<file path="src/sv/wpf_pkg.sv">
// Shared constants and types for the waypoint path-following step core.
package wpf_pkg;

  // Waypoint ring
  localparam int MAX_WP  = 16;
  localparam int WP_AW   = $clog2(MAX_WP);
  localparam int CNT_MAX = (MAX_WP < 16) ? MAX_WP : 16;

  // Register port
  localparam int ADDR_W = 4;
  localparam logic [30:0] ARRIVAL_RST = 31'd3276800;
  localparam logic [30:0] SLOWING_RST = 31'd13107200;
  localparam logic [4:0]  COUNT_RST   = 5'd1;

  typedef enum logic [1:0] {
    REG_ARRIVAL = 2'd0,
    REG_SLOWING = 2'd1,
    REG_COUNT   = 2'd2
  } reg_idx_e;

  // Item kinds
  localparam logic FUNC_LOAD = 1'b0;
  localparam logic FUNC_STEP = 1'b1;

  // Square root unit: one root bit per stage
  localparam int SQ_RADW  = 68;
  localparam int SQ_ROOTW = SQ_RADW / 2;
  localparam int SQ_REMW  = SQ_ROOTW + 3;
  localparam int SQ_LAT   = SQ_ROOTW;

  // Divider unit: one quotient bit per stage
  localparam int DIV_NUMW = 64;
  localparam int DIV_DENW = 34;
  localparam int DIV_QW   = 31;
  localparam int DIV_LAT  = DIV_QW;

endpackage

</file>
<file path="src/sv/wpf_sqrt.sv">
// Pipelined integer square root, floor(sqrt(rad)), one root bit per stage.
module wpf_sqrt (
  input  logic                         clk_i,
  input  logic                         en_i,
  input  logic [wpf_pkg::SQ_RADW-1:0]  rad_i,
  output logic [wpf_pkg::SQ_ROOTW-1:0] root_o
);
  import wpf_pkg::*;

  logic [SQ_RADW-1:0]  rad_q  [SQ_LAT];
  logic [SQ_REMW-1:0]  rem_q  [SQ_LAT];
  logic [SQ_ROOTW-1:0] root_q [SQ_LAT];

  for (genvar k = 0; k < SQ_LAT; k++) begin : g_stage
    logic [SQ_RADW-1:0]  rad_in;
    logic [SQ_REMW-1:0]  rem_in;
    logic [SQ_ROOTW-1:0] root_in;
    logic [SQ_REMW-1:0]  cur;
    logic [SQ_REMW-1:0]  trial;

    if (k == 0) begin : g_first
      assign rad_in  = rad_i;
      assign rem_in  = '0;
      assign root_in = '0;
    end else begin : g_next
      assign rad_in  = rad_q[k-1];
      assign rem_in  = rem_q[k-1];
      assign root_in = root_q[k-1];
    end

    // bring down the next two radicand bits, try root*4+1
    assign cur   = {rem_in[SQ_REMW-3:0], rad_in[SQ_RADW-1 -: 2]};
    assign trial = {1'b0, root_in, 2'b01};

    always_ff @(posedge clk_i) begin
      if (en_i) begin
        rad_q[k] <= {rad_in[SQ_RADW-3:0], 2'b00};
        if (cur >= trial) begin
          rem_q[k]  <= cur - trial;
          root_q[k] <= {root_in[SQ_ROOTW-2:0], 1'b1};
        end else begin
          rem_q[k]  <= cur;
          root_q[k] <= {root_in[SQ_ROOTW-2:0], 1'b0};
        end
      end
    end
  end

  assign root_o = root_q[SQ_LAT-1];

endmodule

</file>
<file path="config.mk">
export PLATFORM = sky130hd
export DESIGN_NAME = wpf_sqrt
export DESIGN_NICKNAME = d
export VERILOG_FILES = /design/src/sv/wpf_pkg.sv /design/src/sv/wpf_sqrt.sv
export SDC_FILE = /design/constraint.sdc
export NUM_CORES = 2
export LEC_CHECK = 0
export BUFFER_PORTS_ARGS = -buffer_cell sky130_fd_sc_hd__clkbuf_2
export CAP_MARGIN = 20
export CORE_MARGIN = 2
export CORE_UTILIZATION = 60
export DETAILED_ROUTE_END_ITERATION = 6
export PLACE_DENSITY = 0.86
export SLEW_MARGIN = 20
export SYNTH_ARGS = -nofsm -noshare
export SYNTH_HDL_FRONTEND = slang
export SYNTH_MEMORY_MAX_BITS = 65536
export SYNTH_SLANG_ARGS = --single-unit
</file>
<file path="constraint.sdc">
create_clock -name clk_i -period 5.2 [get_ports clk_i]
set_input_delay 0.52 -clock clk_i [delete_from_list [all_inputs] [get_ports clk_i]]
set_output_delay 0.52 -clock clk_i [all_outputs]
set_load 0.005 [all_outputs]
</file>
==> out/results.tsv <==
stage	metric	value	unit
status	status	finished, violations left	
status	violations	design-rule violations	
global_route	antenna_found_initial	2	
power_and_ir_drop	p_switching	0.01816	W
synth	synth_area_per_cell	12.93	um2
finish	syn_to_final_growth	10.86	%
global_route	grt.total_usage	24.67	%
synth	syn_area	131300	um2
floorplanning	dieArea	222600	um2
power_and_ir_drop	clkPwrFrac	32.1	%
finish	utilization	66.95	%
synth	synth_fa_ha_area_share	6.023	%
synth	syn_inst	10155	
global_route	grt_pass1_wl	435200	um
sta	worst_pin_slew	1057	ps
placement	dp_hpwl	194400	um
floorplanning	start_util	60.40	%
synth	synth_edf_count	2818	
floorplanning	core_area	217400	um2
global_route	grt.overflow.total	0	
sta	whs	280.6	ps
setup_path	start_kind	flip-flop	
sta	clock-skew-final	61.84	ps
power_and_ir_drop	comb_power_share	20.3	%
sta	finalSetupTns	0	ps
power_and_ir_drop	p_seq_share	47.7	%
sta	min_period	4580	ps
clocking	clk_latency	950	ps
synth	yosys.area_share.simple	10.17	%
power_and_ir_drop	vdd_ir_drop_max	0.4105	mV
synth	synth_top_family_by_area	simple AND/OR/NAND/NOR gates	
floorplanning	io_pins	104	
synth	synth_compound_gate_area_share	9.469	%
sta	hold_viol_final	0	
synth	synthDistinctLibCells	96	
setup_path	worstPathRequired	5840	ps
clocking	clock-sinks	2819	
sta	fmax	218.3	MHz
detailed_routing	num_vias	80300	
power_and_ir_drop	p_sw_share	28.13	%
finish	nFillCells	15118	
setup_path	cp.arrival	5220	ps
floorplanning	fp.dieW	471.8	um
min_path	hp-class	in -> reg	
detailed_routing	firstDrtPassIters	7	
detailed_routing	drt_iter0_markers	7253	
setup_path	path_max_fanout	47	
synth	postSynthRegisterBits	2819	
detailed_routing	wirelength	276000	um
clocking	htree_num_levels	5	
power_and_ir_drop	power_density	443.6	nW/um2
power_and_ir_drop	p_int	0.04640	W
clocking	cts_tree	yes	
sta	rsz0062_at_grt	no	
clocking	numCtsBuffers	303	
detailed_routing	wl_per_cell	20.35	um
sta	slew_violations	0	
power_and_ir_drop	p_leak	55.53	nW
global_route	grt_max_degree	188	
synth	async_flop_share	0	%
detailed_routing	drc	4	
placement	gp_congestion	0.9342	
setup_path	endpoint_kind	flip-flop	
job	maxCapViolCount	0	
global_route	grt_pass1_vias	79925	
synth	synth_warnings	0	
placement	portBuffers	103	
synth	syn_nets	10857	
sta	setup_viol	0	
finish	nNetsFinal	11196	
sta	min_period_over_period	88.09	%
setup_path	criticalPathCategory	reg -> reg	
synth	seq_area_frac_synth	64.47	%
floorplanning	rows	171	
sta	slew_headroom	29.53	%
clocking	cts_buffer_depth	4	
finish	drive_gt1_share	7.330	%
synth	synthMuxAreaShare	0.7462	%
synth	synth_xor_xnor_area_share	6.144	%
detailed_routing	ant_nets	0	
clocking	clk_pin_slew_worst_paths	60	ps
floorplanning	die_y	471.8	um
detailed_routing	viasPerCell	5.920	
synth	ys.flop_type	edfxtp_1	
clocking	cts-root-buf	clkbuf_16	
## area by class of cell
class | count | area [um2] | share of cell area (%)
Clock inverter | 164 | 1574 | 1.081
Tap cell | 2854 | 3571 | 2.453
Inverter | 801 | 3007 | 2.066
Multi-Input combinational cell | 6302 | 42830 | 29.43
Sequential cell | 2819 | 84640 | 58.15
Timing Repair Buffer | 267 | 2047 | 1.406
Clock buffer | 357 | 7870 | 5.407
Antenna cell | 1 | 2.502 | 0.001719
## synthesized netlist by cell type, drive strengths merged, types with 27 or more instances
cell type,count,area (um2)
a21o,260,1952
nor3,274,1401
clkbuf,207,778.2
o211ai,39,297.8
o21a,104,780.8
nor2b,88,550.5
o21bai,50,375.4
xor2,509,4458
or2,48,300.3
and3,58,362.9
and2,65,406.6
nor4,137,908.4
a31oi,52,325.3
o21ai,699,3498
nand3b,27,202.7
a211oi,57,445.4
nand3,143,715.7
mux2,71,799.5
a21oi,474,2376
or3,137,872.1
xnor2,412,3608
nand4,92,581.8
edfxtp,2818,84620
or4,71,540.5
nand2,790,2965
ha,632,7908
inv,800,3003
o31ai,54,405.4
nor2,474,1782
nand2b,142,895.9
## worst max-delay path, cell delays in order (launching register included)
cell and delay [ps]:
edfxtp_1 400, ha_1 400, a21oi_1 230, a21oi_1 140
nor4_1 340, o31ai_1 230, a2111oi_0 660, nor3b_1 150
o21ai_0 240, o21ba_2 800, buf_4 360, mux2_2 370
## sequential cells by signal, summed over array words and instances (netlist names)
register and count:
rad_q 1122, rem_q 1102, root_q 595
## metal layers
layer  GRT usage [%]  wire, um  vias to the layer above
met1           31.12    112000                    39031
met5               0         0                        -
met4           9.802     11140                        0
met3           3.046     12880                      667
met2           43.40    140100                     2431
li1                -         -                    38171
## logic make-up after synthesis
kind of cell    Yosys count
mux                      89
buf+inv                1034
compound gates         2014
simple gates           2646
xor+xnor                921
flops                  2819
fa+ha+maj               632
## per-stage QoR
step                      cells  cell area, um2  total power [W]  setup slack, ps
after CTS                 13564          145500          0.06487            598.9
final                     13565          145500          0.06456            619.6
after global routing      13565          145500          0.06758            241.1
after global placement    12974          135400          0.04364            731.2
after floorplan           10155          131300          0.04003             1096
after detailed placement  12974          135400          0.04403            619.4
## repair_timing
item                      CTS  global route
hold buffers               69             0
hold endpoints to repair   71             0
setup buffers               0             0
gates resized for setup     0             0
## worst paths after layout
path	from	to	slack, ps	cells after the start
min	rad_i[42]	rad_q[0][42]$_DFFE_PP_	280	2
max	rem_q[13][38]$_DFFE_PP_	rem_q[14][4]$_DFFE_PP_	620	11
max reg2reg	rem_q[13][38]$_DFFE_PP_	rem_q[14][4]$_DFFE_PP_	620	11
min reg2reg	rad_q[4][11]$_DFFE_PP_	rad_q[5][13]$_DFFE_PP_	380	0
## power groups by stage
stage / registers, W / clock network (W) / logic, W
floorplan: 0.0302 / 0 / 0.00978
global placement: 0.0311 / 0 / 0.0125
detailed placement: 0.0312 / 0 / 0.0128
CTS: 0.0308 / 0.0211 / 0.0130
global route: 0.0310 / 0.0220 / 0.0146
finish: 0.0308 / 0.0207 / 0.0131
## cells in the final DEF, fill, tap and decap left out, types with 56 or more instances in the layout
cell type      count
edfxtp_1        2818
inv_1            796
nand2_1          790
o21ai_0          687
ha_1             632
xor2_1           509
a21oi_1          473
nor2_1           472
xnor2_1          412
clkbuf_16        307
nor3_1           267
a21o_1           260
nand3_1          143
nand2b_1         141
or3_1            134
nor4_1           132
o21a_1           104
clkbuf_2         102
nand4_1           91
nor2b_1           87
buf_4             86
or4_1             69
mux2_2            69
dlygate4sd3_1     69
and2_1            65
and3_1            58
clkinv_2          56
Note: power is estimated with default switching activity, not from simulation.
